<file path="src/hdl/ipdf_pkg.sv">
`timescale 1ns / 1ps
// ----------------------------------------------------------------------------
// ipdf_pkg
// Shared types and constants for the response framer with data indications.
// ----------------------------------------------------------------------------
package ipdf_pkg;

    localparam int BYTE_W  = 8;
    localparam int CNT_W   = 9;
    localparam int LEN_W   = 16;
    localparam int CAUSE_W = 3;
    localparam int PFX_LEN = 5;

    localparam logic [BYTE_W-1:0] CHAR_CR    = 8'h0D;
    localparam logic [BYTE_W-1:0] CHAR_LF    = 8'h0A;
    localparam logic [BYTE_W-1:0] CHAR_COLON = 8'h3A;
    localparam logic [BYTE_W-1:0] CHAR_0     = 8'h30;
    localparam logic [BYTE_W-1:0] CHAR_9     = 8'h39;

    // end cause codes
    localparam logic [CAUSE_W-1:0] CAUSE_NONE     = 3'd0;
    localparam logic [CAUSE_W-1:0] CAUSE_NEWLINE  = 3'd1;
    localparam logic [CAUSE_W-1:0] CAUSE_STOP     = 3'd2;
    localparam logic [CAUSE_W-1:0] CAUSE_PAYLOAD  = 3'd3;
    localparam logic [CAUSE_W-1:0] CAUSE_ZERO_LEN = 3'd4;
    localparam logic [CAUSE_W-1:0] CAUSE_FULL     = 3'd5;

    // configuration register indexes
    localparam logic REG_STOP_CHAR = 1'b0;
    localparam logic REG_MAX_LEN   = 1'b1;

    typedef struct packed {
        logic [BYTE_W-1:0]  data;
        logic [7:0]         position;
        logic               data_record;
        logic               in_payload;
        logic [LEN_W-1:0]   payload_length;
        logic               record_end;
        logic [CAUSE_W-1:0] end_cause;
    } ipdf_result_t;

    // "+IPD," header prefix
    function automatic logic [BYTE_W-1:0] prefix_char(input logic [2:0] idx);
        logic [BYTE_W-1:0] c;
        case (idx)
            3'd0:    c = 8'h2B;
            3'd1:    c = 8'h49;
            3'd2:    c = 8'h50;
            3'd3:    c = 8'h44;
            3'd4:    c = 8'h2C;
            default: c = 8'h00;
        endcase
        return c;
    endfunction

endpackage

</file>
<file path="src/hdl/ipdf_in_stage.sv">
`timescale 1ns / 1ps
// ----------------------------------------------------------------------------
// ipdf_in_stage
// Input register for received bytes; refills in the cycle it drains.
// ----------------------------------------------------------------------------
module ipdf_in_stage (
    input  logic                       aclk,
    input  logic                       aresetn,
    input  logic                       s_valid,
    output logic                       s_ready,
    input  logic [ipdf_pkg::BYTE_W-1:0] s_byte,
    input  logic                       take,
    output logic                       q_valid,
    output logic [ipdf_pkg::BYTE_W-1:0] q_byte
);
    import ipdf_pkg::*;

    logic              valid_reg;
    logic [BYTE_W-1:0] byte_reg;

    assign s_ready = !valid_reg || take;
    assign q_valid = valid_reg;
    assign q_byte  = byte_reg;

    always_ff @(posedge aclk) begin
        if (!aresetn) begin
            valid_reg <= 1'b0;
        end else if (s_ready) begin
            valid_reg <= s_valid;
        end
    end

    always_ff @(posedge aclk) begin
        if (s_ready && s_valid) begin
            byte_reg <= s_byte;
        end
    end

endmodule

</file>
<file path="src/hdl/ipdf_parse.sv">
`timescale 1ns / 1ps
// ----------------------------------------------------------------------------
// ipdf_parse
// Per-record state and the one-byte framing step.
// ----------------------------------------------------------------------------
module ipdf_parse (
    input  logic                        aclk,
    input  logic                        aresetn,
    input  logic                        step,
    input  logic [ipdf_pkg::BYTE_W-1:0] rx_byte,
    input  logic [ipdf_pkg::BYTE_W-1:0] stop_char,
    input  logic [7:0]                  rec_limit,
    output logic                        emit,
    output ipdf_pkg::ipdf_result_t      res
);
    import ipdf_pkg::*;

    logic [CNT_W-1:0]   cnt_reg,   cnt_next;
    logic               pm_reg,    pm_next;
    logic               ipd_reg,   ipd_next;
    logic               dig_reg,   dig_next;
    logic               hdr_reg,   hdr_next;
    logic [LEN_W-1:0]   len_reg,   len_next;
    logic [LEN_W-1:0]   rem_reg,   rem_next;

    logic [CNT_W-1:0]   cnt_inc;
    logic [CAUSE_W-1:0] cause;
    logic               payload;
    logic               match;
    logic [19:0]        prod;

    assign emit    = (rx_byte != CHAR_CR);
    assign cnt_inc = cnt_reg + CNT_W'(1);

    always_comb begin
        pm_next  = pm_reg;
        ipd_next = ipd_reg;
        dig_next = dig_reg;
        hdr_next = hdr_reg;
        len_next = len_reg;
        rem_next = rem_reg;
        cause    = CAUSE_NONE;
        payload  = 1'b0;
        match    = 1'b0;
        prod     = 20'((20'(len_reg) << 3) + (20'(len_reg) << 1))
                   + 20'(rx_byte - CHAR_0);

        if (cnt_reg < CNT_W'(PFX_LEN)) begin
            match   = pm_reg && (rx_byte == prefix_char(cnt_reg[2:0]));
            pm_next = match;
            if (cnt_reg == CNT_W'(PFX_LEN - 1)) begin
                ipd_next = match;
            end
        end else if (ipd_reg && !hdr_reg) begin
            if (rx_byte == CHAR_COLON) begin
                hdr_next = 1'b1;
                rem_next = len_reg;
                if (len_reg == '0) begin
                    cause = CAUSE_ZERO_LEN;
                end
            end else if (dig_reg && rx_byte >= CHAR_0 && rx_byte <= CHAR_9) begin
                // saturate at the full 16-bit range
                len_next = (prod > 20'hFFFF) ? 16'hFFFF : prod[LEN_W-1:0];
            end else begin
                dig_next = 1'b0;
            end
        end else if (ipd_reg && hdr_reg && rem_reg != '0) begin
            payload  = 1'b1;
            rem_next = rem_reg - LEN_W'(1);
            if (rem_reg == LEN_W'(1)) begin
                cause = CAUSE_PAYLOAD;
            end
        end

        if (cause == CAUSE_NONE) begin
            if (rx_byte == CHAR_LF) begin
                cause = CAUSE_NEWLINE;
            end else if (stop_char != '0 && rx_byte == stop_char) begin
                cause = CAUSE_STOP;
            end else if (cnt_inc >= {1'b0, rec_limit}) begin
                cause = CAUSE_FULL;
            end
        end

        res.data           = rx_byte;
        res.position       = cnt_reg[7:0];
        res.data_record    = ipd_next;
        res.in_payload     = payload;
        res.payload_length = hdr_next ? len_next : '0;
        res.record_end     = (cause != CAUSE_NONE);
        res.end_cause      = cause;

        cnt_next = cnt_inc;
        if (cause != CAUSE_NONE) begin
            cnt_next = '0;
            pm_next  = 1'b1;
            ipd_next = 1'b0;
            dig_next = 1'b1;
            hdr_next = 1'b0;
            len_next = '0;
            rem_next = '0;
        end
    end

    always_ff @(posedge aclk) begin
        if (!aresetn) begin
            cnt_reg <= '0;
            pm_reg  <= 1'b1;
            ipd_reg <= 1'b0;
            dig_reg <= 1'b1;
            hdr_reg <= 1'b0;
            len_reg <= '0;
            rem_reg <= '0;
        end else if (step && emit) begin
            cnt_reg <= cnt_next;
            pm_reg  <= pm_next;
            ipd_reg <= ipd_next;
            dig_reg <= dig_next;
            hdr_reg <= hdr_next;
            len_reg <= len_next;
            rem_reg <= rem_next;
        end
    end

endmodule

</file>
<file path="src/hdl/ipdf_out_stage.sv">
`timescale 1ns / 1ps
// ----------------------------------------------------------------------------
// ipdf_out_stage
// Result register; holds a request until the sink takes it.
// ----------------------------------------------------------------------------
module ipdf_out_stage (
    input  logic                   aclk,
    input  logic                   aresetn,
    input  logic                   load,
    input  ipdf_pkg::ipdf_result_t res_in,
    output logic                   free,
    output logic                   m_tvalid,
    input  logic                   m_tready,
    output ipdf_pkg::ipdf_result_t res_out
);
    import ipdf_pkg::*;

    logic         valid_reg;
    ipdf_result_t res_reg;

    assign free     = !valid_reg || m_tready;
    assign m_tvalid = valid_reg;
    assign res_out  = res_reg;

    always_ff @(posedge aclk) begin
        if (!aresetn) begin
            valid_reg <= 1'b0;
        end else if (free) begin
            valid_reg <= load;
        end
    end

    always_ff @(posedge aclk) begin
        if (load) begin
            res_reg <= res_in;
        end
    end

endmodule

</file>
<file path="src/hdl/at_response_ipd_framer.sv">
`timescale 1ns / 1ps
// ----------------------------------------------------------------------------
// at_response_ipd_framer
// Frames a received byte stream into records and parses "+IPD," headers.
// ----------------------------------------------------------------------------
//  channel   dir  handshake           payload
//  s_*       in   s_tvalid/s_tready   s_tdata[7:0] rx_byte
//  m_*       out  m_tvalid/m_tready   tdata: data, position, payload_length;
//                                     tuser: data_record, in_payload, end_cause
//  cfg_*     in   cfg_we              cfg_addr 0 stop_char, 1 max_len
//
//  Bytes pass through the input register and then the result register; one byte per cycle
//  sustained while the output is not stalled, as the framing step between the two registers is combinational.
//  Carriage returns are consumed without a result, even while m_tready is low.
//  Reset is synchronous on aresetn; no clearing pass is needed.
//  A stalled output still lets one more byte wait in the input register.
// ----------------------------------------------------------------------------
module at_response_ipd_framer #(
    parameter int MAX_RECORD = 256
) (
    input  logic        aclk,
    input  logic        aresetn,
    input  logic        s_tvalid,
    output logic        s_tready,
    input  logic [7:0]  s_tdata,    // [7:0] rx_byte
    output logic        m_tvalid,
    input  logic        m_tready,
    output logic [31:0] m_tdata,    // [7:0] data, [15:8] position, [31:16] payload_length
    output logic        m_tlast,
    output logic [4:0]  m_tuser,    // [0] data_record, [1] in_payload, [4:2] end_cause
    input  logic        cfg_we,
    input  logic        cfg_addr,
    input  logic [8:0]  cfg_wdata
);
    import ipdf_pkg::*;

    localparam int CAP_INT = (MAX_RECORD < 256) ? MAX_RECORD : 256;
    localparam logic [CNT_W-1:0] LEN_CAP = CNT_W'(CAP_INT);

    logic [BYTE_W-1:0] stop_char_reg;
    logic [7:0]        limit_reg;
    logic [CNT_W-1:0]  eff_len;

    logic              q_valid;
    logic [BYTE_W-1:0] q_byte;
    logic              take;
    logic              emit;
    logic              out_free;
    ipdf_result_t      res;
    ipdf_result_t      res_out;

    // record limit is max_len clamped, minus one; kept ready at write time
    always_comb begin
        eff_len = cfg_wdata;
        if (cfg_wdata < CNT_W'(2)) begin
            eff_len = CNT_W'(2);
        end else if (cfg_wdata > LEN_CAP) begin
            eff_len = LEN_CAP;
        end
    end

    always_ff @(posedge aclk) begin
        if (!aresetn) begin
            stop_char_reg <= '0;
            limit_reg     <= 8'(LEN_CAP - CNT_W'(1));
        end else if (cfg_we) begin
            if (cfg_addr == REG_STOP_CHAR) begin
                stop_char_reg <= cfg_wdata[BYTE_W-1:0];
            end else if (cfg_addr == REG_MAX_LEN) begin
                limit_reg <= 8'(eff_len - CNT_W'(1));
            end
        end
    end

    assign take = q_valid && (!emit || out_free);

    ipdf_in_stage u_in (
        .aclk    (aclk),
        .aresetn (aresetn),
        .s_valid (s_tvalid),
        .s_ready (s_tready),
        .s_byte  (s_tdata),
        .take    (take),
        .q_valid (q_valid),
        .q_byte  (q_byte)
    );

    ipdf_parse u_parse (
        .aclk      (aclk),
        .aresetn   (aresetn),
        .step      (take),
        .rx_byte   (q_byte),
        .stop_char (stop_char_reg),
        .rec_limit (limit_reg),
        .emit      (emit),
        .res       (res)
    );

    ipdf_out_stage u_out (
        .aclk     (aclk),
        .aresetn  (aresetn),
        .load     (take && emit),
        .res_in   (res),
        .free     (out_free),
        .m_tvalid (m_tvalid),
        .m_tready (m_tready),
        .res_out  (res_out)
    );

    assign m_tdata = {res_out.payload_length, res_out.position, res_out.data};
    assign m_tlast = res_out.record_end;
    assign m_tuser = {res_out.end_cause, res_out.in_payload, res_out.data_record};

    // record end flag and cause code agree
    a_end_cause: assert property (@(posedge aclk) disable iff (!aresetn)
        m_tvalid |-> (m_tlast == (m_tuser[4:2] != CAUSE_NONE)))
        else $error("record end flag and cause disagree");

    // carriage returns are never forwarded
    a_no_cr: assert property (@(posedge aclk) disable iff (!aresetn)
        m_tvalid |-> (m_tdata[7:0] != CHAR_CR))
        else $error("carriage return reached the output");

    // payload bytes and parsed lengths only occur in data records
    a_payload_rec: assert property (@(posedge aclk) disable iff (!aresetn)
        m_tvalid && (m_tuser[1] || m_tdata[31:16] != '0) |-> m_tuser[0])
        else $error("payload data outside a data record");

    // a newly loaded result after a record end starts at position zero
    a_pos_restart: assert property (@(posedge aclk) disable iff (!aresetn)
        take && emit && u_parse.cnt_reg == '0 |=> m_tdata[15:8] == 8'd0)
        else $error("record did not restart at position zero");

endmodule
</file>
<file path="config.mk">
export PLATFORM = sky130hd
export DESIGN_NAME = at_response_ipd_framer
export DESIGN_NICKNAME = d
export VERILOG_FILES = /design/src/hdl/ipdf_pkg.sv /design/src/hdl/ipdf_in_stage.sv /design/src/hdl/ipdf_parse.sv /design/src/hdl/ipdf_out_stage.sv /design/src/hdl/at_response_ipd_framer.sv
export SDC_FILE = /design/constraint.sdc
export NUM_CORES = 1
export LEC_CHECK = 0
export ABC_CLOCK_PERIOD_IN_PS = 6680
export BUFFER_PORTS_ARGS = -buffer_cell sky130_fd_sc_hd__buf_2
export CAP_MARGIN = 10
export CORE_MARGIN = 10
export CORE_UTILIZATION = 35
export DETAILED_ROUTE_END_ITERATION = 16
export GPL_TIMING_DRIVEN = 0
export PLACE_DENSITY_LB_ADDON = 0.12
export SLEW_MARGIN = 0
export SYNTH_ARGS = -nofsm -noshare
export SYNTH_HDL_FRONTEND = slang
export SYNTH_SLANG_ARGS = --single-unit
</file>
<file path="constraint.sdc">
create_clock -name aclk -period 6.68 [get_ports aclk]
set_clock_uncertainty 0.1 [all_clocks]
set_input_delay 1.336 -clock aclk [delete_from_list [all_inputs] [get_ports aclk]]
set_output_delay 1.336 -clock aclk [all_outputs]
set_load 0.02 [all_outputs]
</file>
==> out/metrics.csv, run 1 <==
stage,metric,value,unit
global_route,grt_usage,0.142,
synth,ys_warn_count,0,
clocking,root_buffer,clkbuf_16,
sta,min_period_over_period,0.676,
hold_path,min_path_cells,2,
critical_path,cp.required,6840,ps
synth,synth_edf_count,46,
final_layout,syn_to_final_growth,14.5,%
route,drc,0,
clocking,cts_resized,0,
sta,drv_slew,0,
clocking,ctsHoldBuffers,0,
placement,dp_hpwl,14100,um
synth,yosysUniqueCellTypes,76,
sta,max_freq,222,MHz
synth,synth_top_area_cell,edfxtp_1,
synth,ys_top_cells_by_area,"edfxtp_1 20%, dfxtp_1 18%, ha_1 7.1%",
global_route,grt_pass1_wl,29700,um
power_and_ir_drop,p_leak,3.30,nW
floorplanning,design.die.area,25500,sq um
placement,gp_congestion,0.867,
synth,syn_area,6840,sq um
sta,min_period,4510,ps
clocking,cts_tree,yes,
power_and_ir_drop,p_per_area,187,nW/um^2
floorplanning,io_pins,63,
synth,netlist_instances,718,
sta,tightest_slew,705,ps
route,routed_wl,18300,um
floorplanning,start_util,0.354,
route,viasPerCell,5.25,
clocking,cts_sinks,109,
route,ant_nets,0,
clocking,htreeDepth,3,
floorplanning,die_w,160,um
synth,ys_async_sr_fraction,0,
clocking,cts_buffers,9,
clocking,clk_latency,360,ps
clocking,clkTransAtPathRegs,70,ps
synth,ys_ff_latch,109,
sta,finalHoldViolCount,0,
hold_path,min_to,u_parse.rem_reg[14]$_SDFFE_PN0P_,
route,vias,5572,
floorplanning,fp-row-count,51,
critical_path,critPathLaunchType,flop,
critical_path,critPathMaxFanout,10,
synth,synthFlopType,dfxtp_1,
synth,synth_common_cells,"63 x dfxtp_1, 54 x inv_1, 49 x nand2_1",
critical_path,reg2reg_setup_slack,2170,ps
synth,synth_fp_nets,795,
clocking,post_cts_buffers,0,
critical_path,r2r_end,u_parse.len_reg[1]$_SDFFE_PN0P_,
floorplanning,die_h,160,um
critical_path,cp-end-kind,flop,
sta,setup_viol,0,
critical_path,crit-reg2reg-launch,u_in.q_byte[4]$_DFFE_PP_,
floorplanning,core_area,19300,sq um
final_layout,drive_gt1_frac,0.147,
global_route,antenna_found_initial,0,
global_route,grt-ovfl-total,0,
critical_path,reg2reg_depth,14,
placement,dpl.cell_count,1046,
final_layout,n_fill_cell,1958,
route,drt-initial-drc-count,334,
global_route,grt_pass1_vias,5551,
synth,netlist.area_leader.share,0.202,
route,wire_per_inst,17.2,um
flow_run,maxCapViolCount,0,
outcome,status,"complete, no violations",
synth,avgSynthCellArea,9.52,sq um
sta,fin_setup_tns,0,ps
critical_path,worst_ep_arrival_time,4680,ps
synth,post-synth-top-count-cell,dfxtp_1,
global_route,grt_max_degree,27,
final_layout,largest_reg_flops,38,
placement,portBuffers,61,
critical_path,critical_path_class,flop to flop,
sta,relSlewSlack,0.526,
final_layout,fin_nets,869,
route,first_pass_iters,6,
final_layout,antenna_cells,0,
final_layout,layout.cells.non_filler,1062,
hold_path,worstHoldStart,u_parse.rem_reg[14]$_SDFFE_PN0P_,
hold_path,hold_class,flop to flop,
sta,rsz0062_at_grt,false,
power_and_ir_drop,max-vdd-ir-drop,129,uV
synth,ys_seq_area_frac,0.386,
clocking,ctsLongestPathBuffers,2,
## cell families (layout without fill, tap and decap cells)
family                   count (synthesis)  count (layout)  share of synthesized area
AO/OA/AOI/OAI                          202             202                      0.205
buffers and inverters                   85             164                     0.0494
AND/OR/NAND/NOR                        219             219                      0.178
flip-flops                             109             109                      0.386
adder cells (fa/ha/maj)                 54              54                      0.115
XOR/XNOR                                38              38                     0.0487
multiplexers                            11              11                     0.0165
## cells in the final DEF, fill, tap and decap left out, drive strengths merged, types with 9 or more instances in the layout
master | synthesis | final
o211ai | 19 | 19
nand2 | 50 | 50
edfxtp | 46 | 46
nor3 | 19 | 19
xor2 | 21 | 21
o21a | 21 | 21
mux2i | 9 | 9
a21oi | 38 | 38
ha | 39 | 39
nor2 | 39 | 39
dfxtp | 63 | 63
clkbuf | 19 | 30
fa | 15 | 15
nor4 | 14 | 14
xnor2 | 17 | 17
nand3 | 14 | 14
inv | 54 | 57
buf | 12 | 75
o21ai | 46 | 46
a22oi | 16 | 16
nand4 | 9 | 9
nor2b | 29 | 29
## metrics by stage
stage | instance area (sq um) | setup WS [ps] | power (W) | util | hold WS, ps
after floorplan | 6840 | 2060 | 0.000851 | - | 318
after global placement | 7470 | 1060 | 0.000900 | 0.387 | 340
after detailed placement | 7510 | 2170 | 0.000905 | 0.389 | 346
after CTS | 7830 | 2140 | 0.00148 | 0.405 | 356
after global routing | 7830 | 1890 | 0.00153 | 0.405 | 376
final | 7830 | 2170 | 0.00146 | 0.405 | 351
## worst max-delay path: stages (launching register included)
cell and delay (ps):
edfxtp_1 570, ha_1 390, nor3_2 270, buf_6 220
fa_1 430, ha_1 290, clkbuf_1 270, and4_1 280
o21ai_0 100, a21oi_1 270, o211ai_1 190, nand2_1 100
mux2_2 410, o21a_4 270, a311oi_2 250
## final cells by class
cell class / count / area (sq um) / share of cell area
sequential: 109 / 2640 / 0.338
tap: 265 / 332 / 0.0424
buffer: 31 / 136 / 0.0174
multi-input combinational: 524 / 3860 / 0.493
clock inverter: 5 / 63.8 / 0.00815
inverter: 54 / 203 / 0.0259
clock buffer: 11 / 253 / 0.0323
timing repair buffer: 63 / 337 / 0.0430
## metal layers
layer	GRT usage	vias up	share of wire	routed length, um
met5	0	-	0	0
met4	0.0396	0	0.012	225
met3	0.0288	15	0.038	698
met2	0.246	111	0.50	9060
met1	0.174	2686	0.45	8310
li1	-	2760	-	-
## power breakdown
group	internal, W	switching (W)	leakage, nW
clock network	0.000317	0.000258	0.158
logic	0.0000619	0.000102	2.18
registers	0.000713	0.0000131	0.956
## how the worst max path moves through the flow
stage	from	to	slack, ps	cells after the start
final	u_in.q_byte[4]$_DFFE_PP_	u_parse.len_reg[1]$_SDFFE_PN0P_	2170	14
after global routing	u_in.q_byte[4]$_DFFE_PP_	u_parse.len_reg[0]$_SDFFE_PN0P_	1890	14
after CTS	u_in.q_byte[4]$_DFFE_PP_	u_parse.len_reg[1]$_SDFFE_PN0P_	2140	14
after detailed placement	u_in.q_byte[4]$_DFFE_PP_	u_parse.len_reg[1]$_SDFFE_PN0P_	2170	14
after global placement	u_in.q_byte[4]$_DFFE_PP_	u_parse.len_reg[3]$_SDFFE_PN0P_	1060	13
after floorplan	u_in.q_byte[4]$_DFFE_PP_	u_parse.len_reg[0]$_SDFFE_PN0P_	2060	13
Power figures use the tool's default switching activity.
==> run 2, diff against run 1 <==
--- a/config.mk
+++ b/config.mk
@@ -5,7 +5,7 @@
 export SDC_FILE = /design/constraint.sdc
 export NUM_CORES = 1
 export LEC_CHECK = 0
-export ABC_CLOCK_PERIOD_IN_PS = 6680
+export ABC_CLOCK_PERIOD_IN_PS = 3700
 export BUFFER_PORTS_ARGS = -buffer_cell sky130_fd_sc_hd__buf_2
 export CAP_MARGIN = 10
 export CORE_MARGIN = 10
==> constraint.sdc (replaced) <==
create_clock -name aclk -period 3.7 [get_ports aclk]
set_clock_uncertainty 0.1 [all_clocks]
set_input_delay 0.74 -clock aclk [delete_from_list [all_inputs] [get_ports aclk]]
set_output_delay 0.74 -clock aclk [all_outputs]
set_load 0.02 [all_outputs]
==> out/metrics.csv, run 2 (same netlist as run 1, synthesis figures left out) <==
stage,metric,value,unit,change
clocking,cts_buffers,9,,unchanged
sta,tightest_slew,707,ps,+1.95 ps
final_layout,antenna_cells,0,,unchanged
power_and_ir_drop,finalPower,0.00266,W,+81%
global_route,grt-ovfl-total,0,,unchanged
critical_path,critPathMaxFanout,8,,-2
sta,min_period_over_period,1.02,,+0.339
route,ant_nets,0,,unchanged
power_and_ir_drop,p_per_area,316,nW/um^2,+69%
floorplanning,die_w,160,um,unchanged
critical_path,worst_ep_arrival_time,3940,ps,-740 ps
critical_path,critical_path_class,flop to flop,,
final_layout,syn_to_final_growth,22.7,%,
global_route,antenna_found_initial,0,,unchanged
sta,relSlewSlack,0.525,,-0.00131
route,wire_per_inst,17.6,um,+2.5%
final_layout,n_fill_cell,1901,,-2.9%
global_route,grt_pass1_vias,5921,,+6.7%
final_layout,drive_gt1_frac,0.227,,+0.0801
clocking,clkTransAtPathRegs,80,ps,about the same
floorplanning,die_h,160,um,unchanged
final_layout,fin_nets,896,,+3.1%
route,drc,0,,unchanged
floorplanning,design.die.area,25500,sq um,unchanged
final_layout,largest_reg_flops,38,,unchanged
clocking,cts_sinks,109,,unchanged
route,viasPerCell,5.28,,+0.67%
clocking,root_buffer,clkbuf_16,,
final_layout,final_common_cell,buf_2,,
placement,dp_hpwl,14300,um,+1.5%
final_layout,final_area,8390,sq um,+7.2%
sta,setup_viol,11,,+11
global_route,grt_max_degree,27,,unchanged
critical_path,crit-reg2reg-launch,u_in.q_byte[5]$_DFFE_PP_,,
global_route,grt_pass1_wl,31500,um,+6.2%
sta,fin_setup_tns,-321,ps,-321 ps
critical_path,crit_start,u_in.q_byte[5]$_DFFE_PP_,,
flow_run,maxCapViolCount,0,,unchanged
hold_path,worstHoldStart,u_in.q_byte[6]$_DFFE_PP_,,
final_layout,final_cell_mix,"68 x buf_2, 62 x dfxtp_1, 50 x inv_1",,
route,vias,5752,,+3.2%
placement,gp_congestion,0.879,,+1.3%
hold_path,hold_class,flop to flop,,
critical_path,cp.required,3890,ps,-2950 ps
sta,drv_slew,0,,unchanged
placement,portBuffers,61,,unchanged
clocking,htreeDepth,3,,unchanged
power_and_ir_drop,max-vdd-ir-drop,214,uV,+66%
floorplanning,fp-row-count,51,,unchanged
sta,finalHoldViolCount,0,,unchanged
route,drt-initial-drc-count,275,,-18%
power_and_ir_drop,p_leak,3.46,nW,+4.9%
sta,max_freq,266,MHz,+20%
route,routed_wl,19200,um,+5.1%
placement,dpl-instance-area,7550,sq um,+0.50%
critical_path,critPathLaunchType,flop,,
clocking,ctsLongestPathBuffers,2,,unchanged
route,first_pass_iters,5,,-1
global_route,grt_usage,0.149,,+0.00696
sta,setup_ws,-55.9,ps,-2220 ps
floorplanning,start_util,0.354,,unchanged
floorplanning,core_area,19300,sq um,unchanged
critical_path,cp-end-kind,flop,,
floorplanning,io_pins,63,,unchanged
outcome,status,"complete, but fails checks",,
outcome,violations,setup timing,,
sta,min_period,3760,ps,-757 ps
sta,rsz0062_at_grt,true,,
clocking,cts_tree,yes,,
clocking,clk_latency,360,ps,about the same
-- run 2: path summary, 6_finish.rpt --
| check | end | slack [ps] | cells after the start |
|---|---|---|---|
| worst min-delay path | u_out.res_out[36]$_DFFE_PP_ | 360 | 0 |
| worst max-delay path | u_parse.len_reg[13]$_SDFFE_PN0P_ | -60 | 15 |
| worst min register to register | u_out.res_out[36]$_DFFE_PP_ | 360 | 0 |
| worst max register to register | u_parse.len_reg[13]$_SDFFE_PN0P_ | -60 | 15 |
-- run 2: final cells by class --
| cell class | instances | area [sq um] | share of cell area |
|---|---|---|---|
| tap | 265 | 332 | 0.0395 |
| multi-input combinational | 526 | 4210 | 0.501 |
| clock inverter | 6 | 71.3 | 0.00850 |
| clock buffer | 10 | 229 | 0.0273 |
| timing repair buffer | 90 | 563 | 0.0671 |
| inverter | 54 | 203 | 0.0242 |
| buffer | 29 | 144 | 0.0171 |
| sequential | 109 | 2640 | 0.315 |
-- run 2: timing repair --
action	in CTS	in global routing
setup endpoints to repair	26	33
setup buffers	23	5
gates resized for setup	32	27
hold buffers	0	0
pin swaps	30	15
cloned	2	0
-- run 2: through the flow --
| stage | worst slack, ps | hold slack (ps) | std cells | util |
|---|---|---|---|---|
| floorplan | -232 | 318 | 718 | - |
| global placement | -821 | 337 | 1044 | 0.389 |
| detailed placement | -732 | 344 | 1045 | 0.390 |
| CTS | -20.4 | 364 | 1085 | 0.426 |
| global route | -193 | 374 | 1089 | 0.434 |
| finish | -55.9 | 356 | 1089 | 0.434 |
-- run 2: power by group --
part | leakage [nW] | total, W | switching (W) | internal (W)
Sequential | 0.957 | 0.00131 | 0.0000237 | 0.00129
Clock | 0.139 | 0.000993 | 0.000462 | 0.000531
Combinational | 2.36 | 0.000352 | 0.000205 | 0.000147
-- run 2: routing by layer --
metal  share of wire  GRT usage
met1            0.44      0.176
met2            0.51      0.270
met3           0.035     0.0283
met4           0.016     0.0384
met5               0          0
-- run 2: critical path: stages, from the launching register on --
cell      delay [ps]
edfxtp_1         450
buf_6            150
ha_4             170
nor3_4           140
buf_12           160
fa_1             450
ha_4             290
a21oi_4          180
o21ai_2           70
or3_4            360
o211ai_1         220
nand2_1          100
mux2_4           350
buf_4            150
o21a_4           210
o21ai_1          120
==> run 3, diff against run 2 <==
--- a/config.mk
+++ b/config.mk
@@ -13,6 +13,7 @@
 export DETAILED_ROUTE_END_ITERATION = 16
 export GPL_TIMING_DRIVEN = 0
 export PLACE_DENSITY_LB_ADDON = 0.12
+export RECOVER_POWER = 50
 export SLEW_MARGIN = 0
 export SYNTH_ARGS = -nofsm -noshare
 export SYNTH_HDL_FRONTEND = slang
==> out/metrics.csv, run 3 (same netlist as run 1, synthesis figures left out) <==
stage,metric,value,unit,change
critical_path,crit_start,u_in.q_byte[5]$_DFFE_PP_,,
critical_path,cpPeakStageDelay,450,ps,about the same
clocking,root_buffer,clkbuf_16,,
final_layout,regArea,2640,sq um,about the same
critical_path,worst_ep_arrival_time,3930,ps,about the same
floorplanning,start_util,0.354,,unchanged
critical_path,cp_cell_sequence,"buf_6, ha_4, nor3_4, buf_12, fa_1, ha_4, a21oi_4, o21ai_2, or3_4, o211ai_1, nand2_1, mux2_4, buf_4, o21a_4, o21ai_1",,
clocking,ctsLongestPathBuffers,2,,unchanged
sta,setup_ws,-51.5,ps,+4.38 ps
sta,setup_viol,10,,-1
sta,relSlewSlack,0.543,,+0.0189
final_layout,final_cell_mix,"63 x dfxtp_1, 58 x clkbuf_1, 50 x inv_1",,
critical_path,slowest_stage,edfxtp_1,,
final_layout,n_fill_cell,1923,,+1.2%
global_route,grt_max_degree,27,,unchanged
sta,tightest_slew,679,ps,-28.0 ps
sta,finalHoldViolCount,0,,unchanged
floorplanning,fp-row-count,51,,unchanged
critical_path,reg2reg_setup_slack,-50,ps,about the same
flow_run,maxCapViolCount,0,,unchanged
clocking,cts_tree,yes,,
critical_path,cp.required,3880,ps,about the same
floorplanning,die_h,160,um,unchanged
route,routed_wl,19200,um,about the same
final_layout,antenna_cells,0,,unchanged
clocking,clkTransAtPathRegs,80,ps,about the same
route,viasPerCell,5.28,,unchanged
sta,min_period_over_period,1.01,,-0.00118
route,wire_per_inst,17.6,um,about the same
clocking,clk_latency,350,ps,about the same
final_layout,drive_gt1_frac,0.175,,-0.0522
global_route,grt_pass1_vias,5921,,unchanged
power_and_ir_drop,max-vdd-ir-drop,213,uV,-0.50%
critical_path,endpoint,u_parse.len_reg[13]$_SDFFE_PN0P_,,
route,drc,0,,unchanged
final_layout,final_common_cell,dfxtp_1,,
hold_path,worstHoldStart,u_in.q_byte[6]$_DFFE_PP_,,
route,drt-initial-drc-count,313,,+14%
route,vias,5752,,unchanged
power_and_ir_drop,finalPower,0.00265,W,-0.28%
placement,portBuffers,61,,unchanged
global_route,grt_pass1_wl,31500,um,unchanged
sta,whs,356,ps,-0.122 ps
final_layout,syn_to_final_growth,21.9,%,
floorplanning,design.die.area,25500,sq um,unchanged
floorplanning,core_area,19300,sq um,unchanged
global_route,grt-ovfl-total,0,,unchanged
final_layout,multi_input_area,4210,sq um,unchanged
final_layout,fin_nets,896,,unchanged
route,first_pass_iters,5,,unchanged
critical_path,critPathMaxFanout,8,,unchanged
sta,max_freq,267,MHz,+0.12%
placement,dp_hpwl,14300,um,unchanged
critical_path,crit_top_cell,ha_4,,
global_route,grt_usage,0.149,,unchanged
final_layout,largest_reg_flops,38,,unchanged
critical_path,crit-reg2reg-launch,u_in.q_byte[5]$_DFFE_PP_,,
critical_path,critical_path_class,flop to flop,,
power_and_ir_drop,p_per_area,318,nW/um^2,+0.39%
final_layout,layout.cells.non_filler,1089,,unchanged
sta,drv_slew,0,,unchanged
critical_path,reg2reg_depth,15,,unchanged
clocking,cts_buffers,9,,unchanged
critical_path,cp-end-kind,flop,,
sta,min_period,3750,ps,-4.38 ps
route,ant_nets,0,,unchanged
placement,gp_congestion,0.879,,unchanged
outcome,status,"complete, but fails checks",,
critical_path,critPathLaunchType,flop,,
placement,dpl.cell_count,1045,,unchanged
hold_path,hold_class,flop to flop,,
floorplanning,io_pins,63,,unchanged
clocking,htreeDepth,3,,unchanged
outcome,violations,setup timing,,
power_and_ir_drop,p_leak,3.33,nW,-3.6%
global_route,antenna_found_initial,0,,unchanged
critical_path,r2r_end,u_parse.len_reg[13]$_SDFFE_PN0P_,,
floorplanning,die_w,160,um,unchanged
sta,rsz0062_at_grt,true,,
clocking,cts_sinks,109,,unchanged
## run 3: critical path: cells and delay by family (launching register included)
| family | cells | cell delay (ps) |
|---|---|---|
| flip-flops | 1 | 450 |
| buffers and inverters | 3 | 460 |
| adder cells (fa/ha/maj) | 3 | 910 |
| AND/OR/NAND/NOR | 3 | 600 |
| AO/OA/AOI/OAI | 5 | 790 |
| multiplexers | 1 | 350 |
## run 3: how the worst min path moves through the flow
stage,depth (start not counted),endpoint
final,0,u_out.res_out[36]$_DFFE_PP_
after global routing,0,u_out.res_out[36]$_DFFE_PP_
after CTS,0,u_out.res_out[36]$_DFFE_PP_
after detailed placement,0,u_out.res_out[36]$_DFFE_PP_
after global placement,0,u_out.res_out[36]$_DFFE_PP_
after floorplan,0,u_out.res_out[24]$_DFFE_PP_
## run 3: cell type report
type	instances	area share
buffer	29	0.0173
clock buffer	10	0.0275
clock inverter	6	0.00855
inverter	54	0.0243
multi-input combinational	526	0.505
sequential	109	0.317
tap	265	0.0398
timing repair buffer	90	0.0609
## run 3: repair_timing
action                     4_1_cts  5_1_grt
cloned                           2        0
pin swaps                       30       15
hold buffers                     0        0
setup endpoints to repair       26       33
gates resized for setup         32       27
setup buffers                   23        5
## run 3: layer usage
metal | routed length (um) | part of all wire | up-vias | GRT usage
li1 | - | - | 2824 | -
met1 | 8500 | 0.44 | 2813 | 0.176
met2 | 9800 | 0.51 | 90 | 0.270
met3 | 597 | 0.031 | 25 | 0.0283
met4 | 316 | 0.016 | 0 | 0.0384
met5 | 0 | 0 | - | 0
## run 3: report_power, final
group          leakage (nW)  switching, W  internal, W
registers             0.957     0.0000241      0.00129
clock network         0.139      0.000459     0.000531
logic                  2.24      0.000206     0.000142
## run 3: through the flow
stage / setup slack (ps) / util / TNS (ps) / area [sq um]
2_1_floorplan: -232 / - / -2250 / 6890
3_3_place_gp: -821 / 0.389 / -32620 / 7530
3_5_place_dp: -732 / 0.390 / -11830 / 7550
4_1_cts: -20.4 / 0.426 / -20.4 / 8240
5_1_grt: -193 / 0.431 / -2660 / 8340
6_report: -51.5 / 0.431 / -272 / 8340
